===== config.mk =====
export PLATFORM = sky130hd
export DESIGN_NAME = mouse_packet_encoder_fifo
export DESIGN_NICKNAME = d
export VERILOG_FILES = /design/src/rtl/core/mpe_pkg.sv /design/src/rtl/core/mpe_ram.sv /design/src/rtl/core/mpe_ctrl.sv /design/src/rtl/core/mpe_dp.sv /design/src/rtl/core/mouse_packet_encoder_fifo.sv
export SDC_FILE = /design/constraint.sdc
export NUM_CORES = 1
export LEC_CHECK = 0
export ABC_AREA = 1
export ABC_CLOCK_PERIOD_IN_PS = 2700
export BUFFER_PORTS_ARGS = -buffer_cell sky130_fd_sc_hd__buf_4
export CORE_MARGIN = 4
export CORE_UTILIZATION = 32
export CTS_CLUSTER_DIAMETER = 30
export DETAILED_ROUTE_END_ITERATION = 16
export PLACE_DENSITY_LB_ADDON = 0.15
export RECOVER_POWER = 100
export SLEW_MARGIN = 20
export SYNTH_ARGS = -nofsm -noshare
export SYNTH_HDL_FRONTEND = slang
export SYNTH_SLANG_ARGS = --single-unit

===== constraint.sdc =====
create_clock -name clk -period 2.7 [get_ports clk]
set_input_delay 0.405 -clock clk [delete_from_list [all_inputs] [get_ports clk]]
set_output_delay 0.405 -clock clk [all_outputs]
set_load 0.005 [all_outputs]

===== src/rtl/core/mpe_pkg.sv =====
// Package for the mouse packet encoder: ring sizing, operation codes,
// controller/datapath command and status structs, delta saturation helper.
// No dependencies.
`timescale 1ns / 1ps
`default_nettype none

package mpe_pkg;

  // Ring buffer sizing (holds RING_DEPTH-1 bytes)
  localparam int RING_DEPTH = 64;
  localparam int PTR_W      = (RING_DEPTH > 1) ? $clog2(RING_DEPTH) : 1;

  // Input operation codes
  localparam logic [1:0] MODE_MOTION  = 2'd0;
  localparam logic [1:0] MODE_PRESS   = 2'd1;
  localparam logic [1:0] MODE_RELEASE = 2'd2;
  localparam logic [1:0] MODE_READ    = 2'd3;

  // Button id that touches no button bit
  localparam logic [1:0] BTN_OTHER = 2'd3;

  // Packet byte constants
  localparam logic [7:0] SYNC_MARK   = 8'h80;
  localparam logic [7:0] DELTA_POS   = 8'h7F;   // +127
  localparam logic [7:0] DELTA_NEG   = 8'h81;   // -127

  // Packet byte select
  localparam logic [1:0] SEL_HDR = 2'd0;
  localparam logic [1:0] SEL_DX  = 2'd1;
  localparam logic [1:0] SEL_DY  = 2'd2;

  // Result kind
  localparam logic [1:0] RESP_PLAIN = 2'd0;
  localparam logic [1:0] RESP_EMPTY = 2'd1;
  localparam logic [1:0] RESP_READ  = 2'd2;

  // Controller -> datapath
  typedef struct packed {
    logic       latch;      // capture item, update buttons
    logic       push;       // write one packet byte to the ring
    logic [1:0] push_sel;   // which packet byte
    logic       rd_issue;   // read ring at read pointer, advance it
    logic       load_resp;  // load result registers
    logic [1:0] resp_kind;
  } mpe_cmd_t;

  // Datapath -> controller
  typedef struct packed {
    logic ring_empty;
    logic zero_motion;      // both live deltas are zero
  } mpe_sts_t;

  // Saturate a signed 16-bit delta to -127..127, as an 8-bit byte
  function automatic logic [7:0] clamp_delta(input logic signed [15:0] d);
    logic [7:0] res;
    if (d > 16'sd127) begin
      res = DELTA_POS;
    end else if (d < -16'sd127) begin
      res = DELTA_NEG;
    end else begin
      res = d[7:0];
    end
    return res;
  endfunction

endpackage

`default_nettype wire


===== src/rtl/core/mpe_ram.sv =====
// Generic single-port RAM with registered read data.
// No dependencies.
`timescale 1ns / 1ps
`default_nettype none

module mpe_ram #(
  parameter int WIDTH = 8,
  parameter int DEPTH = 64
) (
  input  wire logic                                      clk,
  input  wire logic                                      we,
  input  wire logic [((DEPTH > 1) ? $clog2(DEPTH) : 1)-1:0] addr,
  input  wire logic [WIDTH-1:0]                          wdata,
  output      logic [WIDTH-1:0]                          rdata
);

  logic [WIDTH-1:0] mem_r [DEPTH];

  // One access per cycle: write or registered read
  always_ff @(posedge clk) begin
    if (we) begin
      mem_r[addr] <= wdata;
    end
    rdata <= mem_r[addr];
  end

endmodule

`default_nettype wire


===== src/rtl/core/mpe_ctrl.sv =====
// Sequencer for the mouse packet encoder: decodes an item and steps the
// datapath through byte writes or a ring read. Depends on mpe_pkg.
`timescale 1ns / 1ps
`default_nettype none

module mpe_ctrl
  import mpe_pkg::*;
(
  input  wire logic       clk,
  input  wire logic       rst_n,
  input  wire logic       start,
  input  wire logic [1:0] in_mode,
  input  wire mpe_sts_t   sts,
  output      logic       busy,
  output      mpe_cmd_t   cmd
);

  localparam logic [2:0] S_IDLE  = 3'd0;
  localparam logic [2:0] S_PUSH0 = 3'd1;
  localparam logic [2:0] S_PUSH1 = 3'd2;
  localparam logic [2:0] S_PUSH2 = 3'd3;
  localparam logic [2:0] S_READ  = 3'd4;

  logic [2:0] state_r, state_nxt;
  logic       accept;

  assign busy   = (state_r != S_IDLE);
  assign accept = start && !busy;

  // Next state and commands
  always_comb begin
    state_nxt     = state_r;
    cmd           = '0;
    cmd.push_sel  = SEL_HDR;
    cmd.resp_kind = RESP_PLAIN;
    unique case (state_r)
      S_IDLE: begin
        if (accept) begin
          cmd.latch = 1'b1;
          unique case (in_mode) inside
            MODE_MOTION: begin
              if (sts.zero_motion) begin
                cmd.load_resp = 1'b1;
              end else begin
                state_nxt = S_PUSH0;
              end
            end
            MODE_PRESS, MODE_RELEASE: begin
              state_nxt = S_PUSH0;
            end
            MODE_READ: begin
              if (sts.ring_empty) begin
                cmd.load_resp = 1'b1;
                cmd.resp_kind = RESP_EMPTY;
              end else begin
                cmd.rd_issue = 1'b1;
                state_nxt    = S_READ;
              end
            end
            default: state_nxt = S_IDLE;
          endcase
        end
      end
      S_PUSH0: begin
        cmd.push     = 1'b1;
        cmd.push_sel = SEL_HDR;
        state_nxt    = S_PUSH1;
      end
      S_PUSH1: begin
        cmd.push     = 1'b1;
        cmd.push_sel = SEL_DX;
        state_nxt    = S_PUSH2;
      end
      S_PUSH2: begin
        cmd.push      = 1'b1;
        cmd.push_sel  = SEL_DY;
        cmd.load_resp = 1'b1;
        state_nxt     = S_IDLE;
      end
      S_READ: begin
        cmd.load_resp = 1'b1;
        cmd.resp_kind = RESP_READ;
        state_nxt     = S_IDLE;
      end
      default: state_nxt = S_IDLE;
    endcase
  end

  always_ff @(posedge clk) begin
    if (!rst_n) begin
      state_r <= S_IDLE;
    end else begin
      state_r <= state_nxt;
    end
  end

endmodule

`default_nettype wire


===== src/rtl/core/mpe_dp.sv =====
// Datapath for the mouse packet encoder: button register, item capture,
// ring pointers and RAM, result registers. Depends on mpe_pkg, mpe_ram.
`timescale 1ns / 1ps
`default_nettype none

module mpe_dp
  import mpe_pkg::*;
(
  input  wire logic        clk,
  input  wire logic        rst_n,
  input  wire logic [1:0]  in_mode,
  input  wire logic [15:0] in_delta_x,
  input  wire logic [15:0] in_delta_y,
  input  wire logic [1:0]  in_button_id,
  input  wire mpe_cmd_t    cmd,
  output      mpe_sts_t    sts,
  output      logic        out_strobe,
  output      logic [7:0]  out_read_byte,
  output      logic        out_read_empty,
  output      logic        out_bytes_available
);

  logic [2:0]       buttons_r, buttons_nxt;
  logic [7:0]       dx_r, dy_r;
  logic [PTR_W-1:0] wr_ptr_r, wr_ptr_nxt, rd_ptr_r, rd_ptr_nxt;
  logic [PTR_W-1:0] wr_inc, rd_inc, ram_addr;
  logic [7:0]       push_byte, ram_rdata;
  logic             ring_full, ram_we;
  logic             strobe_r;
  logic [7:0]       byte_r;
  logic             empty_r, avail_r;

  // Pointer increments modulo ring depth
  assign wr_inc = (wr_ptr_r == PTR_W'(RING_DEPTH - 1)) ? '0 : wr_ptr_r + PTR_W'(1);
  assign rd_inc = (rd_ptr_r == PTR_W'(RING_DEPTH - 1)) ? '0 : rd_ptr_r + PTR_W'(1);

  assign ring_full       = (wr_inc == rd_ptr_r);
  assign sts.ring_empty  = (wr_ptr_r == rd_ptr_r);
  assign sts.zero_motion = (in_delta_x == 16'd0) && (in_delta_y == 16'd0);

  // Button update on capture
  always_comb begin
    buttons_nxt = buttons_r;
    if (cmd.latch && in_button_id != BTN_OTHER) begin
      if (in_mode == MODE_PRESS) begin
        buttons_nxt = buttons_r | (3'b001 << in_button_id);
      end else if (in_mode == MODE_RELEASE) begin
        buttons_nxt = buttons_r & ~(3'b001 << in_button_id);
      end
    end
  end

  always_ff @(posedge clk) begin
    if (!rst_n) begin
      buttons_r <= '0;
    end else begin
      buttons_r <= buttons_nxt;
    end
  end

  // Saturated deltas; button packets carry zero motion
  always_ff @(posedge clk) begin
    if (cmd.latch) begin
      if (in_mode == MODE_MOTION) begin
        dx_r <= clamp_delta(in_delta_x);
        dy_r <= clamp_delta(in_delta_y);
      end else begin
        dx_r <= '0;
        dy_r <= '0;
      end
    end
  end

  // Packet byte select
  always_comb begin
    unique case (cmd.push_sel)
      SEL_HDR: push_byte = SYNC_MARK | {5'd0, buttons_r};
      SEL_DX:  push_byte = dx_r;
      SEL_DY:  push_byte = dy_r;
      default: push_byte = '0;
    endcase
  end

  // Ring pointers; a byte that finds the ring full is dropped
  assign ram_we     = cmd.push && !ring_full;
  assign wr_ptr_nxt = ram_we ? wr_inc : wr_ptr_r;
  assign rd_ptr_nxt = cmd.rd_issue ? rd_inc : rd_ptr_r;
  assign ram_addr   = cmd.push ? wr_ptr_r : rd_ptr_r;

  always_ff @(posedge clk) begin
    if (!rst_n) begin
      wr_ptr_r <= '0;
      rd_ptr_r <= '0;
    end else begin
      wr_ptr_r <= wr_ptr_nxt;
      rd_ptr_r <= rd_ptr_nxt;
    end
  end

  mpe_ram #(
    .WIDTH (8),
    .DEPTH (RING_DEPTH)
  ) u_ring (
    .clk   (clk),
    .we    (ram_we),
    .addr  (ram_addr),
    .wdata (push_byte),
    .rdata (ram_rdata)
  );

  // Result strobe
  always_ff @(posedge clk) begin
    if (!rst_n) begin
      strobe_r <= 1'b0;
    end else begin
      strobe_r <= cmd.load_resp;
    end
  end

  // Result payload; availability reflects pointers after this step
  always_ff @(posedge clk) begin
    if (cmd.load_resp) begin
      byte_r  <= (cmd.resp_kind == RESP_READ) ? ram_rdata : 8'd0;
      empty_r <= (cmd.resp_kind == RESP_EMPTY);
      avail_r <= (wr_ptr_nxt != rd_ptr_nxt);
    end
  end

  assign out_strobe          = strobe_r;
  assign out_read_byte       = byte_r;
  assign out_read_empty      = empty_r;
  assign out_bytes_available = avail_r;

endmodule

`default_nettype wire


===== src/rtl/core/mouse_packet_encoder_fifo.sv =====
// Channel   Transfer when           Ports
// -------   ---------------------   ------------------------------------------
// input     start && !busy          in_mode, in_delta_x, in_delta_y, in_button_id
// result    out_strobe (one cycle)  out_read_byte, out_read_empty,
//                                   out_bytes_available
//
// Motion with nonzero delta, press or release: decode, then one ring RAM
// write per packet byte (single port) in S_PUSH0, S_PUSH1 and S_PUSH2.
// Read of a nonempty ring: decode, then S_READ (registered RAM read). Empty
// read and zero motion end at decode. The result strobe comes in the
// cycle after an item's last step, with busy low; the receiver cannot stall.
// Synchronous active-low reset clears buttons and pointers, not the ring.
// Top level: mouse packet encoder with byte ring. Depends on mpe_pkg,
// mpe_ctrl, mpe_dp.
`timescale 1ns / 1ps
`default_nettype none

module mouse_packet_encoder_fifo
  import mpe_pkg::*;
(
  input  wire logic        clk,
  input  wire logic        rst_n,
  input  wire logic        start,
  output      logic        busy,
  input  wire logic [1:0]  in_mode,
  input  wire logic [15:0] in_delta_x,
  input  wire logic [15:0] in_delta_y,
  input  wire logic [1:0]  in_button_id,
  output      logic        out_strobe,
  output      logic [7:0]  out_read_byte,
  output      logic        out_read_empty,
  output      logic        out_bytes_available
);

  mpe_cmd_t cmd;
  mpe_sts_t sts;

  // Sequencer
  mpe_ctrl u_ctrl (
    .clk     (clk),
    .rst_n   (rst_n),
    .start   (start),
    .in_mode (in_mode),
    .sts     (sts),
    .busy    (busy),
    .cmd     (cmd)
  );

  // Datapath
  mpe_dp u_dp (
    .clk                 (clk),
    .rst_n               (rst_n),
    .in_mode             (in_mode),
    .in_delta_x          (in_delta_x),
    .in_delta_y          (in_delta_y),
    .in_button_id        (in_button_id),
    .cmd                 (cmd),
    .sts                 (sts),
    .out_strobe          (out_strobe),
    .out_read_byte       (out_read_byte),
    .out_read_empty      (out_read_empty),
    .out_bytes_available (out_bytes_available)
  );

endmodule

`default_nettype wire


==> qor.yml, run 1 <==
htree_levels: 3
grt_pass1_wl_mm: 104
slew_headroom: 0.309
hold_class: "in -> reg"
rsz0062_at_grt: "false"
p_per_area_nw_per_um2: 1010
die_w_um: 281
end_kind: "flip-flop"
diodes: 0
finalHoldViolCount: 0
gr-usage-met3: 0.0292
drive_above_1_share: 0.163
grt-ovfl-total: 0
worst_pin_slew_ns: 1.04
worstSetupStartpointType: "flip-flop"
yosysTopAreaCell: "edfxtp_1"
placed_area_um2: 26500
slowest_stage: "dfxtp_1"
path_class: "reg -> reg"
stdcell_count: 3539
ys_ff_latch: 565
drt_iter0_markers: 1249
power_uw: 30600
wl_per_cell_um: 19.3
max_stage_delay_ns: 0.33
clkLatencyLatePin_ns: 0.66
status: "finished, final reports clean"
hpwl_mm: 42.6
synthArstFlopShare: 0
synth.top_cell.area_share: 0.677
avgSynthCellArea_um2: 10.6
synthCells: 2256
numCtsBuffers: 115
ys_seq_area_frac: 0.700
grtUsageMet2: 0.288
cap_violations: 0
layout_setup_ws_ns: 0.0876
synth_area_um2: 23900
post-route-cell-area_um2: 30200
die-area_um2: 79000
synth-edff-count: 538
final_max_slew_viol_count: 0
clk_pin_slew_worst_paths_ns: 0.04
critical_path_required_ns: 3.04
fp.coreArea_um2: 73500
arrival_ns: 2.95
grt_pass1_vias: 17100
synthesis.nets: 2301
cts-root-buf: "clkbuf_16"
worstPathCellList: "nor2_2 -> nor2_8 -> buf_4 -> o21ai_4 -> inv_1 -> nor3_4 -> inv_2 -> nor2_1 -> buf_4"
viasPerCell: 4.74
crit_top_cell: "buf_4"
finalSetupTns_ns: 0
setup_viol: 0
ir_drop_v: 0.000549
fin_worst_skew_ns: 0.0316
clockBufferDepth: 3
dp.cells: 3319
nNetsFinal: 2525
grt-busiest-layer: "met2"
grt_max_degree: 65
num_vias: 16800
fmax_mhz: 383
grtUsageTotal: 0.174
routed_wl_mm: 68.5
synthTopCellsByArea: "edfxtp_1 68%, nand2_1 16%, a21oi_1 3.0%, nor2_1 2.5%, dfxtp_1 2.3%"
fin_crit_sh: 0.968
ys_types: 36
cp_max_fo: 8
cp.buffers_inverters: 4
antenna_found_initial: 1
drtPass1Iterations: 5
leakagePower_uw: 0.0120
use_met1: 0.234
drcViolationCount: 0
synth_top_flop_cell: "edfxtp_1"
postRouteAntennaNets: 0
port_buffers: 50
synth.most_common_cell: "nand2_1"
area_growth_pct: 26.7
dp_slack_ns: -0.0398
cts_tree: "built"
io_pins: 51
gp_congestion: 0.824
cts_sinks: 565
holdBufCountCts: 0
initial_core_util: 0.325
post-route-min-period_ns: 2.61
rows: 99
die_y_um: 281
yosysWarnings: 0
netlist_top_cells_count: "1019 x nand2_1, 538 x edfxtp_1, 157 x nor2_1, 141 x a21oi_1, 71 x inv_1"
cp_top_family: "simple AND/OR/NAND/NOR gates"
-- metal layers --
metal  share of wire  wire length, µm  vias up
li1                -                -     8083
met1            0.45            31000     8187
met2            0.48            32700      398
met3           0.047             3200      101
met4           0.023             1610        0
met5               0                0        -
-- path summary, 6_finish.rpt --
| kind | from | endpoint | slack [ns] | cells after the start |
|---|---|---|---|---|
| hold / removal | rst_n | u_ctrl.state_r[0] | 0.04 | 3 |
| hold reg to reg | flip-flop | flip-flop | 0.55 | 2 |
| setup / recovery | u_ctrl.state_r[0] | u_dp.u_ring.mem_r[27][2] | 0.09 | 9 |
| setup reg to reg | u_ctrl.state_r[0] | u_dp.u_ring.mem_r[27][2] | 0.09 | 9 |
-- report_power, final --
| group | total (µW) | internal (µW) | switching (µW) | leakage, µW |
|---|---|---|---|---|
| combinational | 6030 | 1780 | 4250 | 0.00486 |
| clock | 14200 | 9650 | 4590 | 0.00191 |
| sequential | 10300 | 10200 | 139 | 0.00525 |
-- cell usage in the layout (no fill, tap or decap), drive strengths merged --
cell type	synthesis	final
o31ai	1	1
nand3	49	49
nand4	17	17
a22o	4	4
clkbuf	15	201
xor2	5	5
nor2	160	160
nor3	13	13
a21oi	141	141
nand2	1023	1023
edfxtp	538	538
clkinvlp	0	11
buf	76	128
ha	6	6
nor4	6	6
clkinv	0	50
or2	2	2
o21ai	76	76
bufinv	0	19
and3	3	3
o21bai	1	1
o41ai	1	1
a31oi	4	4
inv	88	94
dfxtp	27	27
-- timing repair --
| action | 4_1_cts | 5_1_grt |
|---|---|---|
| setup endpoints to repair | 1 | 139 |
| resized for setup | 1 | 3 |
| pin swaps | 0 | 1 |
| buffers inserted | 0 | 3 |
| hold endpoints to repair | 0 | 0 |
-- worst reg2reg max path, delay by kind of cell (launching register included) --
kind	cells	cell delay, ns
DFF	1	0.33
and+or+nand+nor	4	0.87
AOI/OAI and AO/OA	1	0.30
buffers and inverters	4	0.81
-- flip-flops by register name, indices dropped and copies added, names as in the netlist, named ones only --
| name | count |
|---|---|
| u_dp.out_bytes_available | 1 |
| u_dp.u_ring.mem_r | 512 |
| u_dp.out_read_empty | 1 |
| u_dp.wr_ptr_r | 6 |
| u_ctrl.state_r | 3 |
| u_dp.dx_r | 8 |
| u_dp.dy_r | 8 |
| u_dp.rd_ptr_r | 6 |
| u_dp.u_ring.rdata | 8 |
| u_dp.out_strobe | 1 |
| u_dp.out_read_byte | 8 |
-- through the flow --
stage                      util  hold slack, ns
after global routing      0.411          0.0380
after detailed placement  0.360           0.535
after global placement    0.360           0.532
final                     0.411          0.0400
after CTS                 0.414         0.00437
after floorplan               -           0.486
-- area by class of cell --
type	instances	area, µm²
fillers	7063	43200
flip-flops and latches	565	16700
multi-input cells	1512	6430
clock buffers	131	2960
repair buffers	198	1580
well taps	959	1200
clock inverters	86	1010
inverters	88	338
-- kinds of logic after synthesis --
kind of cell,count (synthesis),synth area share
buf+inv,179,0.0326
flops,565,0.700
simple gates,1273,0.212
compound gates,228,0.0508
fa+ha+maj,6,0.00315
xor+xnor,5,0.00184
(Power assumes the default switching activity.)
==> run 2: changes to the inputs <==
--- a/config.mk
+++ b/config.mk
@@ -8,10 +8,10 @@
 export ABC_AREA = 1
 export ABC_CLOCK_PERIOD_IN_PS = 2700
 export BUFFER_PORTS_ARGS = -buffer_cell sky130_fd_sc_hd__buf_4
-export CORE_MARGIN = 4
 export CORE_UTILIZATION = 32
 export CTS_CLUSTER_DIAMETER = 30
 export DETAILED_ROUTE_END_ITERATION = 16
+export MAX_ROUTING_LAYER = met4
 export PLACE_DENSITY_LB_ADDON = 0.15
 export RECOVER_POWER = 100
 export SLEW_MARGIN = 20
==> run 2 against run 1 <==
  * Utilization is 1.2 points higher
  * Design area is 2.6% higher
  * Setup slack better by 0.043 ns
  * Count of clock-buffer cells in the layout is 36 higher
  * Critical path type unchanged
==> qor.yml, run 2 (synthesized netlist as in run 1, its figures left out) <==
sw_frac_of_total: 0.292  # was 0.294
stdcell_count: 3587  # was 3539
fmax_mhz: 389  # was 383 MHz
port_buffers: 50  # unchanged
regMostFlops: "u_dp.u_ring.mem_r"  # unchanged
arrival_ns: 3.16  # was 2.95 ns
worst_pin_slew_ns: 0.988  # was 1.04 ns
worstSetupStartpointType: "flip-flop"  # unchanged
drt_iter0_markers: 1317  # was 1249
holdWs_ns: 0.0296  # was 0.0400 ns
die_w_um: 275  # was 281 µm
fin_crit_sh: 0.952  # was 0.968
initial_core_util: 0.325  # about the same
slew_headroom: 0.342  # was 0.309
cp_max_fo: 22  # was 8
die_y_um: 275  # was 281 µm
cts-root-buf: "clkbuf_16"  # unchanged
drcViolationCount: 0  # unchanged
num_vias: 17000  # was 16800
p_int_uw: 23100  # was 21600 µW
seqPwrFrac: 0.318  # was 0.337
setup_viol: 0  # unchanged
pwr-share-clk: 0.498  # was 0.466
end_kind: "flip-flop"  # unchanged
dp.cells: 3325  # was 3319
htree_levels: 4  # was 3
postRouteAntennaNets: 0  # unchanged
drive_above_1_share: 0.179  # was 0.163
die-area_um2: 75600  # was 79000 µm²
worstPathCellList: "inv_1 -> nand2_4 -> nand2_1 -> nand2_8 -> inv_8 -> buf_8 -> nand2_1 -> nand2_1 -> nand2_1 -> a21oi_1 -> o21ai_1 -> nand2_1 -> nor2_1 -> nand2_1"  # was nor2_2 -> nor2_8 -> buf_4 -> o21ai_4 -> inv_1 -> nor3_4 -> inv_2 -> nor2_1 -> buf_4
clk_pin_slew_worst_paths_ns: 0.04  # about the same
grt_max_degree: 67  # was 65
io_pins: 51  # unchanged
gp_congestion: 0.854  # was 0.824
min_from: "start"  # was rst_n
hold_class: "in -> reg"  # unchanged
clkLatencyLatePin_ns: 0.71  # was 0.66 ns
drtPass1Iterations: 6  # was 5
clockBufferDepth: 3  # unchanged
hpwl_mm: 45.0  # was 42.6 mm
crit_top_cell: "nand2_1"  # was buf_4
slowest_stage: "o21ai_1"  # was dfxtp_1
grtUsageTotal: 0.199  # was 0.174
power_uw: 32600  # was 30600 µW
path_class: "reg -> reg"  # unchanged
cts_sinks: 565  # unchanged
post-route-min-period_ns: 2.57  # was 2.61 ns
wl_per_cell_um: 19.9  # was 19.3 µm
mostFrequentLayoutCells: "1018 x nand2_1, 538 x edfxtp_1, 155 x nor2_1, 140 x clkbuf_16, 138 x a21oi_1"  # was 1019 x nand2_1, 538 x edfxtp_1, 157 x nor2_1, 141 x a21oi_1, 116 x clkbuf_16
largest_reg_flops: 512  # unchanged
finalHoldViolCount: 0  # unchanged
crit_start: "u_ctrl.state_r[2]"  # was u_ctrl.state_r[0]
p_sw_uw: 9520  # was 8980 µW
grt-ovfl-total: 0  # unchanged
routed_wl_mm: 71.3  # was 68.5 mm
cap_violations: 0  # unchanged
numCtsBuffers: 138  # was 115
final_common_cell: "nand2_1"  # unchanged
viasPerCell: 4.73  # was 4.74
r2r-start: "u_ctrl.state_r[2]"  # was u_ctrl.state_r[0]
max_stage_delay_ns: 0.62  # was 0.33 ns
rows: 99  # unchanged
status: "finished, final reports clean"  # unchanged
cts_tree: "built"  # unchanged
leakagePower_uw: 0.0124  # was 0.0120 µW
ir_drop_v: 0.000558  # was 0.000549 V
fin_worst_skew_ns: 0.0225  # was 0.0316 ns
area_growth_pct: 30.0  # was 26.7%
grt_pass1_vias: 17300  # was 17100
antenna_found_initial: 1  # unchanged
grt_pass1_wl_mm: 108  # was 104 mm
nNetsFinal: 2561  # was 2525
final_max_slew_viol_count: 0  # unchanged
fp.coreArea_um2: 73300  # was 73500 µm²
critical_path_required_ns: 3.29  # was 3.04 ns
p_per_area_nw_per_um2: 1050  # was 1010 nW/µm²
p_comb_frac: 0.185  # was 0.197
-- run 2: changes by cell type in the layout (fill, tap and decap cells not counted), moves of 4 or more --
| cell | before | now |
|---|---|---|
| clkbuf_16 | 116 | 140 |
| buf_4 | 96 | 104 |
| clkinv_2 | 19 | 25 |
| clkinv_4 | 12 | 6 |
| clkbuf_1 | 26 | 34 |
| inv_1 | 75 | 71 |
-- run 2: worst paths after layout --
| kind | slack, ns | cells past startpoint | endpoint |
|---|---|---|---|
| setup / recovery | 0.13 | 14 | u_dp.u_ring.rdata[4] |
| hold / removal | 0.03 | 3 | u_ctrl.state_r[2] |
| setup reg to reg | 0.13 | 14 | u_dp.u_ring.rdata[4] |
| hold reg to reg | 0.53 | 2 | flip-flop |
-- run 2: power by group through the flow --
stage / clock network (µW) / registers (µW) / logic, µW
after CTS: 16500 / 10400 / 6120
after global placement: 0 / 10500 / 6060
after floorplan: 0 / 10400 / 3560
after global routing: 16900 / 10400 / 6700
after detailed placement: 0 / 10500 / 6040
final: 16200 / 10400 / 6020
-- run 2: repair_timing --
action	4_1_cts	5_1_grt
resized for setup	0	20
pin swaps	1	1
setup buffers	4	3
endpoints found under the setup margin	28	427
hold buffers	3	0
hold endpoints to repair	5	0
-- run 2: stage by stage --
| step | setup TNS (ns) | setup WS [ns] | area, µm² | utilization |
|---|---|---|---|---|
| after floorplan | 0 | 0.00657 | 23900 | - |
| after global placement | -0.392 | -0.0526 | 26400 | 0.360 |
| after detailed placement | -0.345 | -0.0368 | 26400 | 0.360 |
| after CTS | 0 | 0.0279 | 31100 | 0.424 |
| after global routing | -0.0252 | -0.00516 | 31000 | 0.423 |
| final | 0 | 0.130 | 31000 | 0.423 |
-- run 2: worst max-delay path: cells and delay by family, from the launching register on --
kind,cells,cell delay (ns)
AND/OR/NAND/NOR,9,0.89
buffers and inverters,3,0.38
flip-flops,1,0.41
AO/OA/AOI/OAI,2,0.73
-- run 2: layout make-up --
cell class                 count  area, µm²
tap                          959       1200
multi-input combinational   1512       6470
clock inverter                84        990
sequential                   565      16700
clock buffer                 167       3620
fill                        6949      42300
inverter                      88        345
antenna                        1       2.50
timing repair buffer         211       1690
-- run 2: metal layers --
layer / vias to the layer above / global-route usage / part of all wire
met5: - / - / 0
met4: 0 / 0.0782 / 0.027
met3: 122 / 0.0398 / 0.051
met2: 451 / 0.306 / 0.47
met1: 8238 / 0.257 / 0.45
li1: 8168 / - / -
